[src/hdl/ifp_pkg.sv]
// Package: constants and types shared by the inverse fitness probability block.
`timescale 1ns / 1ps
package ifp_pkg;

	localparam int POP_MAX     = 64;
	localparam int ADDR_W      = $clog2(POP_MAX);
	localparam int CNT_W       = $clog2(POP_MAX + 1);
	localparam int FIT_W       = 32;
	localparam int EPS_W       = 16;
	localparam int PROB_W      = 17;
	localparam int PROB_FRAC   = 16;
	localparam int TOT_W       = 38;
	localparam int STEP_W      = 6;
	localparam int RECIP_STEPS = 32;
	localparam int NORM_STEPS  = PROB_W;

	localparam logic [EPS_W-1:0] EPS_RESET = 16'd7;

	typedef enum logic [4:0] {
		S_IDLE  = 5'b00001,
		S_RECIP = 5'b00010,
		S_RD    = 5'b00100,
		S_LD    = 5'b01000,
		S_DIV   = 5'b10000
	} state_t;

endpackage

[src/hdl/inverse_fitness_probabilities.sv]
// Top level: inverse fitness selection probabilities with shared iterative divider.
//
//  channel | signals                                           | direction
//  --------+---------------------------------------------------+----------
//  input   | in_valid, in_stall, fitness, last_entry            | in
//  output  | out_valid, out_stall, entry_index, probability,    | out
//          | overflow, last_result                              |
//  config  | cfg_we, cfg_wdata (epsilon_raw)                    | in
//
// Load: an item is taken, then the divider forms its reciprocal (skipped when it
// saturates); no new item is taken until that work is done.
// Emit: per entry a RAM read, a divider load, the normalising division and an output
// load; the output load waits while out_stall holds the previous result.
// in_stall is high from acceptance until the item's work, and any emit run, is done.
// Reset clears the run state and sets epsilon_raw to 7; the store needs no clearing.
`timescale 1ns / 1ps
module inverse_fitness_probabilities (
	input  logic                           clk,
	input  logic                           arst_n,
	input  logic                           cfg_we,
	input  logic [ifp_pkg::EPS_W-1:0]      cfg_wdata,
	input  logic                           in_valid,
	output logic                           in_stall,
	input  logic [ifp_pkg::FIT_W-1:0]      fitness,
	input  logic                           last_entry,
	output logic                           out_valid,
	input  logic                           out_stall,
	output logic [ifp_pkg::ADDR_W-1:0]     entry_index,
	output logic [ifp_pkg::PROB_W-1:0]     probability,
	output logic                           overflow,
	output logic                           last_result
);

	import ifp_pkg::*;

	state_t               state_q;
	logic [EPS_W-1:0]     eps_q;
	logic [TOT_W-1:0]     total_q;
	logic [CNT_W-1:0]     count_q;
	logic                 dropped_q;
	logic                 last_q;
	logic [ADDR_W-1:0]    idx_q;
	logic [STEP_W-1:0]    step_q;
	logic [TOT_W-1:0]     rem_q;
	logic [FIT_W-1:0]     quo_q;
	logic [TOT_W-1:0]     dvs_q;

	logic                 out_valid_q;
	logic [ADDR_W-1:0]    entry_index_q;
	logic [PROB_W-1:0]    probability_q;
	logic                 overflow_q;
	logic                 last_result_q;

	logic                 in_acc;
	logic                 room;
	logic [FIT_W:0]       denom;
	logic                 denom_sat;
	logic                 sat_load;
	logic                 recip_done;
	logic                 load_finish;
	logic                 finish;
	logic                 finish_last;
	logic [TOT_W:0]       rem_sh;
	logic [TOT_W+1:0]     diff;
	logic                 qbit;
	logic [TOT_W-1:0]     rem_next;
	logic [FIT_W-1:0]     quo_next;
	logic                 ram_we;
	logic [FIT_W-1:0]     ram_wdata;
	logic [FIT_W-1:0]     ram_rdata;
	logic                 out_free;
	logic                 put;
	logic                 put_last;
	logic [CNT_W-1:0]     idx_inc;

	assign in_stall  = (state_q != S_IDLE);
	assign in_acc    = in_valid && !in_stall;
	assign room      = (count_q < CNT_W'(POP_MAX));
	assign denom     = {1'b0, fitness} + {{(FIT_W+1-EPS_W){1'b0}}, eps_q};
	assign denom_sat = (denom[FIT_W:1] == '0);
	assign sat_load  = in_acc && room && denom_sat;

	assign rem_sh   = {rem_q, quo_q[FIT_W-1]};
	assign diff     = {1'b0, rem_sh} - {2'b0, dvs_q};
	assign qbit     = !diff[TOT_W+1];
	assign rem_next = qbit ? diff[TOT_W-1:0] : rem_sh[TOT_W-1:0];
	assign quo_next = {quo_q[FIT_W-2:0], qbit};

	assign recip_done  = (state_q == S_RECIP) && (step_q == STEP_W'(1));
	assign load_finish = in_acc && !(room && !denom_sat);
	assign finish      = load_finish || recip_done;
	assign finish_last = recip_done ? last_q : last_entry;

	assign ram_we    = sat_load || recip_done;
	assign ram_wdata = recip_done ? quo_next : '1;

	ifp_ram #(
		.WIDTH (FIT_W),
		.DEPTH (POP_MAX)
	) u_store (
		.clk   (clk),
		.we    (ram_we),
		.waddr (count_q[ADDR_W-1:0]),
		.wdata (ram_wdata),
		.raddr (idx_q),
		.rdata (ram_rdata)
	);

	assign out_free = !out_valid_q || !out_stall;
	assign idx_inc  = {1'b0, idx_q} + CNT_W'(1);
	assign put      = (state_q == S_DIV) && (step_q == '0) && out_free;
	assign put_last = (idx_inc == count_q);

	always_ff @(posedge clk or negedge arst_n) begin
		if (!arst_n) begin
			state_q     <= S_IDLE;
			eps_q       <= EPS_RESET;
			total_q     <= '0;
			count_q     <= '0;
			dropped_q   <= 1'b0;
			last_q      <= 1'b0;
			idx_q       <= '0;
			step_q      <= '0;
			out_valid_q <= 1'b0;
		end else begin
			if (cfg_we) begin
				eps_q <= cfg_wdata;
			end
			if (ram_we) begin
				total_q <= total_q + {{(TOT_W-FIT_W){1'b0}}, ram_wdata};
				count_q <= count_q + CNT_W'(1);
			end
			if (out_valid_q && !out_stall && !put) begin
				out_valid_q <= 1'b0;
			end
			if (finish) begin
				idx_q   <= '0;
				state_q <= finish_last ? S_RD : S_IDLE;
			end
			unique case (state_q)
				S_IDLE: begin
					if (in_acc) begin
						last_q <= last_entry;
						if (!room) begin
							dropped_q <= 1'b1;
						end else if (!denom_sat) begin
							step_q  <= STEP_W'(RECIP_STEPS);
							state_q <= S_RECIP;
						end
					end
				end
				S_RECIP: begin
					step_q <= step_q - STEP_W'(1);
				end
				S_RD: begin
					state_q <= S_LD;
				end
				S_LD: begin
					step_q  <= STEP_W'(NORM_STEPS);
					state_q <= S_DIV;
				end
				S_DIV: begin
					if (step_q != '0) begin
						step_q <= step_q - STEP_W'(1);
					end else if (out_free) begin
						out_valid_q <= 1'b1;
						if (put_last) begin
							total_q   <= '0;
							count_q   <= '0;
							dropped_q <= 1'b0;
							state_q   <= S_IDLE;
						end else begin
							idx_q   <= idx_inc[ADDR_W-1:0];
							state_q <= S_RD;
						end
					end
				end
				default: begin
					state_q <= S_IDLE;
				end
			endcase
		end
	end

	// divider datapath and result payload
	always_ff @(posedge clk) begin
		if (state_q == S_IDLE && in_acc) begin
			rem_q <= TOT_W'(1);
			quo_q <= '0;
			dvs_q <= {{(TOT_W-FIT_W-1){1'b0}}, denom};
		end else if (state_q == S_LD) begin
			rem_q <= {{(TOT_W-FIT_W+1){1'b0}}, ram_rdata[FIT_W-1:1]};
			quo_q <= {ram_rdata[0], {(FIT_W-1){1'b0}}};
			dvs_q <= total_q;
		end else if ((state_q == S_RECIP || state_q == S_DIV) && step_q != '0) begin
			rem_q <= rem_next;
			quo_q <= quo_next;
		end
		if (put) begin
			entry_index_q <= idx_q;
			probability_q <= (total_q == '0) ? '0 : quo_q[PROB_W-1:0];
			overflow_q    <= dropped_q;
			last_result_q <= put_last;
		end
	end

	assign out_valid   = out_valid_q;
	assign entry_index = entry_index_q;
	assign probability = probability_q;
	assign overflow    = overflow_q;
	assign last_result = last_result_q;

	a_state_onehot: assert property (@(posedge clk) disable iff (!arst_n)
		$onehot(state_q))
		else $error("state register not one-hot");

	a_count_bound: assert property (@(posedge clk) disable iff (!arst_n)
		count_q <= CNT_W'(POP_MAX))
		else $error("entry count beyond capacity");

	a_prob_bound: assert property (@(posedge clk) disable iff (!arst_n)
		out_valid_q |-> probability_q <= PROB_W'(1 << PROB_FRAC))
		else $error("probability above one");

	a_run_clear: assert property (@(posedge clk) disable iff (!arst_n)
		put && put_last |=> count_q == '0 && total_q == '0 && !dropped_q)
		else $error("run state not cleared after final result");

	a_no_write_emit: assert property (@(posedge clk) disable iff (!arst_n)
		ram_we |-> (state_q == S_IDLE || state_q == S_RECIP) && room)
		else $error("store written outside load or beyond capacity");

endmodule

[src/hdl/ifp_ram.sv]
// Generic single-write, single-read synchronous RAM with registered read data.
`timescale 1ns / 1ps
module ifp_ram #(
	parameter int WIDTH = 32,
	parameter int DEPTH = 64
) (
	input  logic                     clk,
	input  logic                     we,
	input  logic [$clog2(DEPTH)-1:0] waddr,
	input  logic [WIDTH-1:0]         wdata,
	input  logic [$clog2(DEPTH)-1:0] raddr,
	output logic [WIDTH-1:0]         rdata
);

	logic [WIDTH-1:0] mem [DEPTH];

	always_ff @(posedge clk) begin
		if (we) begin
			mem[waddr] <= wdata;
		end
		rdata <= mem[raddr];
	end

endmodule
[config.mk]
export PLATFORM = sky130hd
export DESIGN_NAME = inverse_fitness_probabilities
export DESIGN_NICKNAME = d
export VERILOG_FILES = /design/src/hdl/ifp_pkg.sv /design/src/hdl/inverse_fitness_probabilities.sv /design/src/hdl/ifp_ram.sv
export SDC_FILE = /design/constraint.sdc
export NUM_CORES = 2
export LEC_CHECK = 0
export ABC_CLOCK_PERIOD_IN_PS = 8600
export BUFFER_PORTS_ARGS = -buffer_cell sky130_fd_sc_hd__buf_4
export CORE_UTILIZATION = 32
export CTS_CLUSTER_SIZE = 28
export DETAILED_ROUTE_END_ITERATION = 12
export SKIP_LAST_GASP = 1
export SLEW_MARGIN = 30
export SYNTH_ARGS = -nofsm -noshare
export SYNTH_HDL_FRONTEND = slang
export SYNTH_HIERARCHICAL = 1
export SYNTH_SLANG_ARGS = --single-unit
[constraint.sdc]
create_clock -name clk -period 8.6 [get_ports clk]
set_clock_uncertainty 0.05 [all_clocks]
set_input_delay 0.86 -clock clk [delete_from_list [all_inputs] [get_ports clk]]
set_output_delay 0.86 -clock clk [all_outputs]
set_load 0.02 [all_outputs]
# Yosys cells after proc, flatten, opt, wreduce, memory -nomap -nowiden
# Memory sizes are Yosys's and may differ from the RTL's. A register that Yosys moved wholly into a read port is not among the register bits.
# Cells that the tools add are included.
# totals
reg_bits	214
in_bits	54
mem_bits_rw	2048
output_inout_bits	27
mem_count	1
# op_classes
n_eq_ne	16
n_reduce_logical	35
add_sub_neg	6
mux	50
order_cmp	1
# mem_list
memory	words	word_bits	read_ports	rd_clocked_by_memory_dff	wr	line_no	source
u_store.mem	64	32	1	1	1	ifp_ram.sv:15	logic [WIDTH-1:0] mem [DEPTH];
# ops
operator	count
$mux 38	6
$mux 32	3
$mux 33	2
$mux 31	2
$mux 6	9
$sub 39x38->40	1
$add 38x32->38	1
$logic_not 38->1	1
$mux 7	5
$add 32x16->33	1
$logic_not 32->1	1
$mux 5	6
$pmux 5 s5	1
$pmux 6 s4	1
$ne 2x2->1 const B	7
$logic_and 1x1->1	12
$mux 1	12
$add 6x1->7 const B	1
$add 7x1->7 const B	1
$eq 7x7->1	1
$logic_not 1->1	7
$lt 7x7->1 const B	1
$eq 6x1->1 const B	1
$logic_not 6->1	1
18 further kinds	24

# Depth between registers and ports, before layout
# depth
word_depth	12
mapped_depth	25
mapped_depth_nobuf	23

# Cells and area by module
# The synthesis kept the hierarchy.
# modules_own_cells
module	cells_per_inst	area_per_inst_um2	n_inst
ifp_ram	3324	78515.3	1
inverse_fitness_probabilities	1671	14395.1	1

# Worst setup path before layout
# No wires, ideal clock.
# synth_timing
path_kind	reg-to-reg
from	register dvs_q[4]
to	register total_q[28]
setup_slack_ns	1.530
setup_time_ns	0.078
synth_period_minus_slack_ns	7.070
n_path_buf	2
arrival_ns	6.942
path_stages_with_launch	26
t_required_ns	8.472
path_cell_list	edfxtp_1 -> inv_1 -> ha_1 -> a21o_1 -> a211o_1 -> o21ba_2 -> o31a_1 -> a211oi_1 -> o21ai_1 -> a21oi_1 -> o21ba_2 -> buf_2 -> buf_2 -> nand2_1 -> ha_1 -> fa_1 -> a211oi_1 -> nor2_1 -> o41ai_1 -> o41ai_1 -> a2111oi_1 -> nor3b_1 -> o311a_1 -> o21ai_0 -> or3b_1 -> a21oi_1
# synth_between
elab_chain_len	9
# synth_lines
item	line_no	source
start: declaration	inverse_fitness_probabilities.sv:46	logic [TOT_W-1:0] dvs_q;
start signal: assignment	inverse_fitness_probabilities.sv:190	dvs_q <= {{(TOT_W-FIT_W-1){1'b0}}, denom};
start signal: assignment	inverse_fitness_probabilities.sv:194	dvs_q <= total_q;
$sub 39x38->40 *	inverse_fitness_probabilities.sv:84	assign diff = {1'b0, rem_sh} - {2'b0, dvs_q};
$logic_not 1->1 *	inverse_fitness_probabilities.sv:85	assign qbit = !diff[TOT_W+1];
$mux 32 *	inverse_fitness_probabilities.sv:95	assign ram_wdata = recip_done ? quo_next : '1;
named net ram_wdata[0]	inverse_fitness_probabilities.sv:69	logic [FIT_W-1:0] ram_wdata;
$add 38x32->38 *	inverse_fitness_probabilities.sv:130	total_q <= total_q + {{(TOT_W-FIT_W){1'b0}}, ram_wdata};
$mux 38 *	inverse_fitness_probabilities.sv:129	if (ram_we) begin
$mux 38	inverse_fitness_probabilities.sv:167	if (put_last) begin
$mux 38	inverse_fitness_probabilities.sv:165	end else if (out_free) begin
$mux 38	inverse_fitness_probabilities.sv:163	if (step_q != '0) begin
$mux 38 *	inverse_fitness_probabilities.sv:140	unique case (state_q)
end signal: assignment	inverse_fitness_probabilities.sv:130	
end: declaration	inverse_fitness_probabilities.sv:38	logic [TOT_W-1:0] total_q;
# The timed path passes the listed nets; every way through them passes the cells marked *.
# A chain may end at the register's enable or synchronous reset.

# Final worst setup path
# Ends and elaborated chain as after synthesis.

==> results.txt <==
----------------------------------------------------
[STA]
  Fmax achieved ... 139 MHz
  Setup_tns ... 0 ns
  Actual transition at the worst max-transition pin ... 1.02 ns
  Final critical path time including I/O delays and setup ... 7.20 ns
  Final setup vio count ... 0
  Final hold violation count ... 0
  Pins Over Slew Limit ... 0
  RSZ-0062 raised after global routing ... false
  Final clock period utilization by the worst path ... 0.837
  Max-slew headroom at the worst pin ... 0.316

[Setup path]
  Crit path required time ... 9.35 ns
  End of the worst register-to-register path ... total_q[28]
  Origin of the critical flop-to-flop path ... dvs_q[4]
  Worst-case register-to-register setup slack ... 1.40 ns
  Worst R2R Path Depth ... 23
  Kind of start point of the critical path ... flip-flop
  Startpoint-to-endpoint class of the critical path ... reg -> reg
  Worst-path fanout max ... 5
  Kind of capture point of the worst setup path ... flip-flop
  Crit path DAT ... 7.96 ns

[Floorplan]
  Total I/O pin count ... 81
  Core Box Area ... 288000 um^2
  Die height ... 541 um
  Initial Utilization ... 0.322
  Die Width ... 541 um
  Placement row count ... 197
  Die area ... 293000 um^2

[Power and ir drop]
  Worst IR drop on VDD ... 217 uV
  Power per cell area ... 218 nW/um^2
  Leakage dissipation ... 24.9 nW
  Post-layout power ... 23.4 mW

[Logic synthesis]
  Synthesized area per cell ... 18.6 um^2
  Synth area leaders ... edfxtp_1 (68%), mux4_2 (13%), dfxtp_1 (2.3%)
  Yosys top cell area share ... 0.681
  Synthesized flop and latch total ... 2294
  Async set-reset flop share out of synthesis ... 0.0353
  Warning count from the yosys run ... 6
  Net Count, Synth ... 5142
  Gate count of the mapped netlist ... 4995
  Count of flip-flops with a built-in enable after synthesis ... 2106
  Syn Std Cell Area ... 92900 um^2
  Library cell with the largest summed area after synthesis ... edfxtp_1
  Top FF cell, synth ... edfxtp_1
  Sequential fraction of the synthesis area ... 0.726
  Count of different cell masters after synthesis ... 86

[Min path]
  Worst-case hold path end point ... eps_q[13]
  Type of the most critical hold path ... in -> reg
  Hold Crit Depth ... 2
  Hold wc startpoint ... cfg_wdata[13]

[CTS]
  Skew-Pair Late Insertion Delay ... 0.89 ns
  CTS resizes ... 0
  Cell at the root of the clock tree ... clkbuf_16
  CTS tree ... yes
  # clock sinks ... 2294
  Maximum buffer depth of the clock tree ... 3
  Number of clock buffers inserted by TritonCTS ... 226
  Clk pin slew, worst setup/hold paths ... 0.06 ns
  H-tree levels ... 4
  Setup repair bufs after CTS ... 0
  Hold-fix buffers, CTS ... 1

[Placement]
  Port Buf Inserts ... 80
  Dpl cell area ... 100000 um^2
  Global placer's final weighted congestion ... 0.839
  Dpl hpwl ... 147000 um
  # placed instances ... 8768

[Global route]
  GRT overflow ... 0
  Overall Global Routing Usage ... 0.162
  Wire length of the first global-routing pass ... 348000 um
  Largest net degree at the start of global routing ... 128
  Initial antenna violation count ... 5
  Vias in the first global route ... 48300

[Routing]
  Remaining design rule violation count ... 0
  Post-route antenna net violation count ... 0
  Drt first-iter violations ... 5603
  Average wire per cell in the routed design ... 26.1 um
  Detail-routed via count per cell ... 5.38
  Router iterations before antenna repair ... 5
  Via Count ... 49500
  Routed wire length ... 240000 um

[Cells and area]
  Most frequent standard cell in the layout excluding fill and tap cells ... edfxtp_1
  Total area of multi-input combinational cells ... 24600 um^2
  Synthesis-to-finish area growth ... 15.6%
  Number of standard cells in the layout, taps in and fillers out ... 9193
  Most frequent cells in the layout ... edfxtp_1 (2106), mux4_2 (544), nand2_1 (261)
  Fill cell count ... 26100
  Area of all sequential standard cells ... 67400 um^2
  Net count, final ... 5364
  Final non-filler cell area ... 107000 um^2
  Share of layout cells above drive strength 1 ... 0.238

[Status]
  Run status ... completed

[Job]
  Number of max-cap violations ... 0

----------------------------------------------------
-- synthesized netlist by cell type (11+ instances only) --
master,count
nor2b_1,45
buf_4,29
mux2_2,20
dfrtp_1,77
o21a_1,17
o21ai_0,88
o22ai_1,120
nand4_1,22
nand2_1,263
dfxtp_1,107
a21o_1,33
buf_2,69
nor3_1,31
a211oi_1,19
o21bai_1,16
xnor2_1,58
nor2_1,225
a21oi_1,212
inv_1,68
nand2b_1,49
clkbuf_1,127
or3_1,19
a22oi_1,36
nand3b_1,11
ha_1,90
nand3_1,42
mux4_2,544
edfxtp_1,2106
xor2_1,31
nor4_1,18
o221ai_1,30
a31oi_1,12
and3_1,29
mux2i_1,130
buf_1,26
-- worst max-delay path by stage --
stage                                to  slack [ns]  startpoint  depth (start not counted)
floorplan                   total_q[28]        1.53    dvs_q[4]                         25
global placement    u_store/mem[35][20]        0.99  fitness[0]                         16
detailed placement          total_q[28]        1.46    dvs_q[4]                         23
CTS                         total_q[28]        1.47    dvs_q[4]                         23
global route                total_q[28]        0.94    dvs_q[4]                         23
finish                      total_q[28]        1.40    dvs_q[4]                         23
-- cell families (layout without fill, tap and decap cells) --
| logic type | Yosys count | count (layout) | synth area share |
|---|---|---|---|
| flops | 2294 | 2294 | 0.726 |
| xor+xnor | 89 | 89 | 0.00839 |
| simple gates | 809 | 809 | 0.0413 |
| other cells | 0 | 7 | 0 |
| fa+ha+maj | 93 | 93 | 0.0128 |
| buf+inv | 327 | 737 | 0.0159 |
| mux | 696 | 696 | 0.149 |
| compound gates | 687 | 687 | 0.0475 |
-- power breakdown --
group	switching, mW	internal, mW	total [mW]	leakage (nW)
logic	0.841	0.567	1.41	7.53
registers	0.0970	12.2	12.2	13.8
clock network	4.25	5.49	9.74	3.57
-- registers in the layout, indices dropped and copies added, names as in the netlist --
| name | flops |
|---|---|
| step_q | 6 |
| state_q | 5 |
| total_q | 38 |
| last_q | 1 |
| dvs_q | 38 |
| dropped_q | 1 |
| last_result | 1 |
| out_valid | 1 |
| u_store/mem | 2048 |
| count_q | 7 |
| idx_q | 6 |
| u_store/rdata | 32 |
| entry_index | 6 |
| eps_q | 16 |
| probability | 17 |
| rem_q | 38 |
| quo_q | 32 |
| overflow | 1 |
-- layer usage --
layer / global-route usage / part of all wire
met2: 0.236 / 0.44
met1: 0.243 / 0.44
met4: 0.0479 / 0.029
met3: 0.0322 / 0.087
met5: 0 / 0
-- cell type report --
type / instances / area share
tap: 3781 / 0.0440
clock buffer: 284 / 0.0568
timing repair buffer: 252 / 0.0279
antenna: 7 / 0.000163
sequential: 2294 / 0.628
multi-input combinational: 2374 / 0.229
inverter: 69 / 0.00241
clock inverter: 132 / 0.0116
-- metrics by stage --
step | utilization | hold WS, ns | setup WS, ns
global route | 0.372 | 0.131 | 0.944
finish | 0.373 | 0.161 | 1.40
detailed placement | 0.347 | 0.391 | 1.46
global placement | 0.342 | 0.381 | 0.992
CTS | 0.372 | 0.100 | 1.47
floorplan | - | 0.367 | 1.53
-- critical path: stages, from the launching register on --
cell and delay, ns:
edfxtp_1 0.36, inv_1 0.07, ha_1 0.26, a21o_1 0.22, a211o_1 0.28, o21ba_2 0.23
o31a_1 0.35, a211oi_1 0.67, o21ai_1 0.37, a21oi_1 0.33, o21ba_2 0.21, nand2_2 0.08
ha_1 0.29, fa_1 0.47, a211oi_1 0.29, nor2_1 0.10, o41ai_1 0.47, o41ai_1 0.27
a2111oi_1 0.62, nor3b_1 0.19, o311a_1 0.38, o21ai_0 0.13, or3b_1 0.36, a21oi_1 0.14
Power figures use the tool's default switching activity.
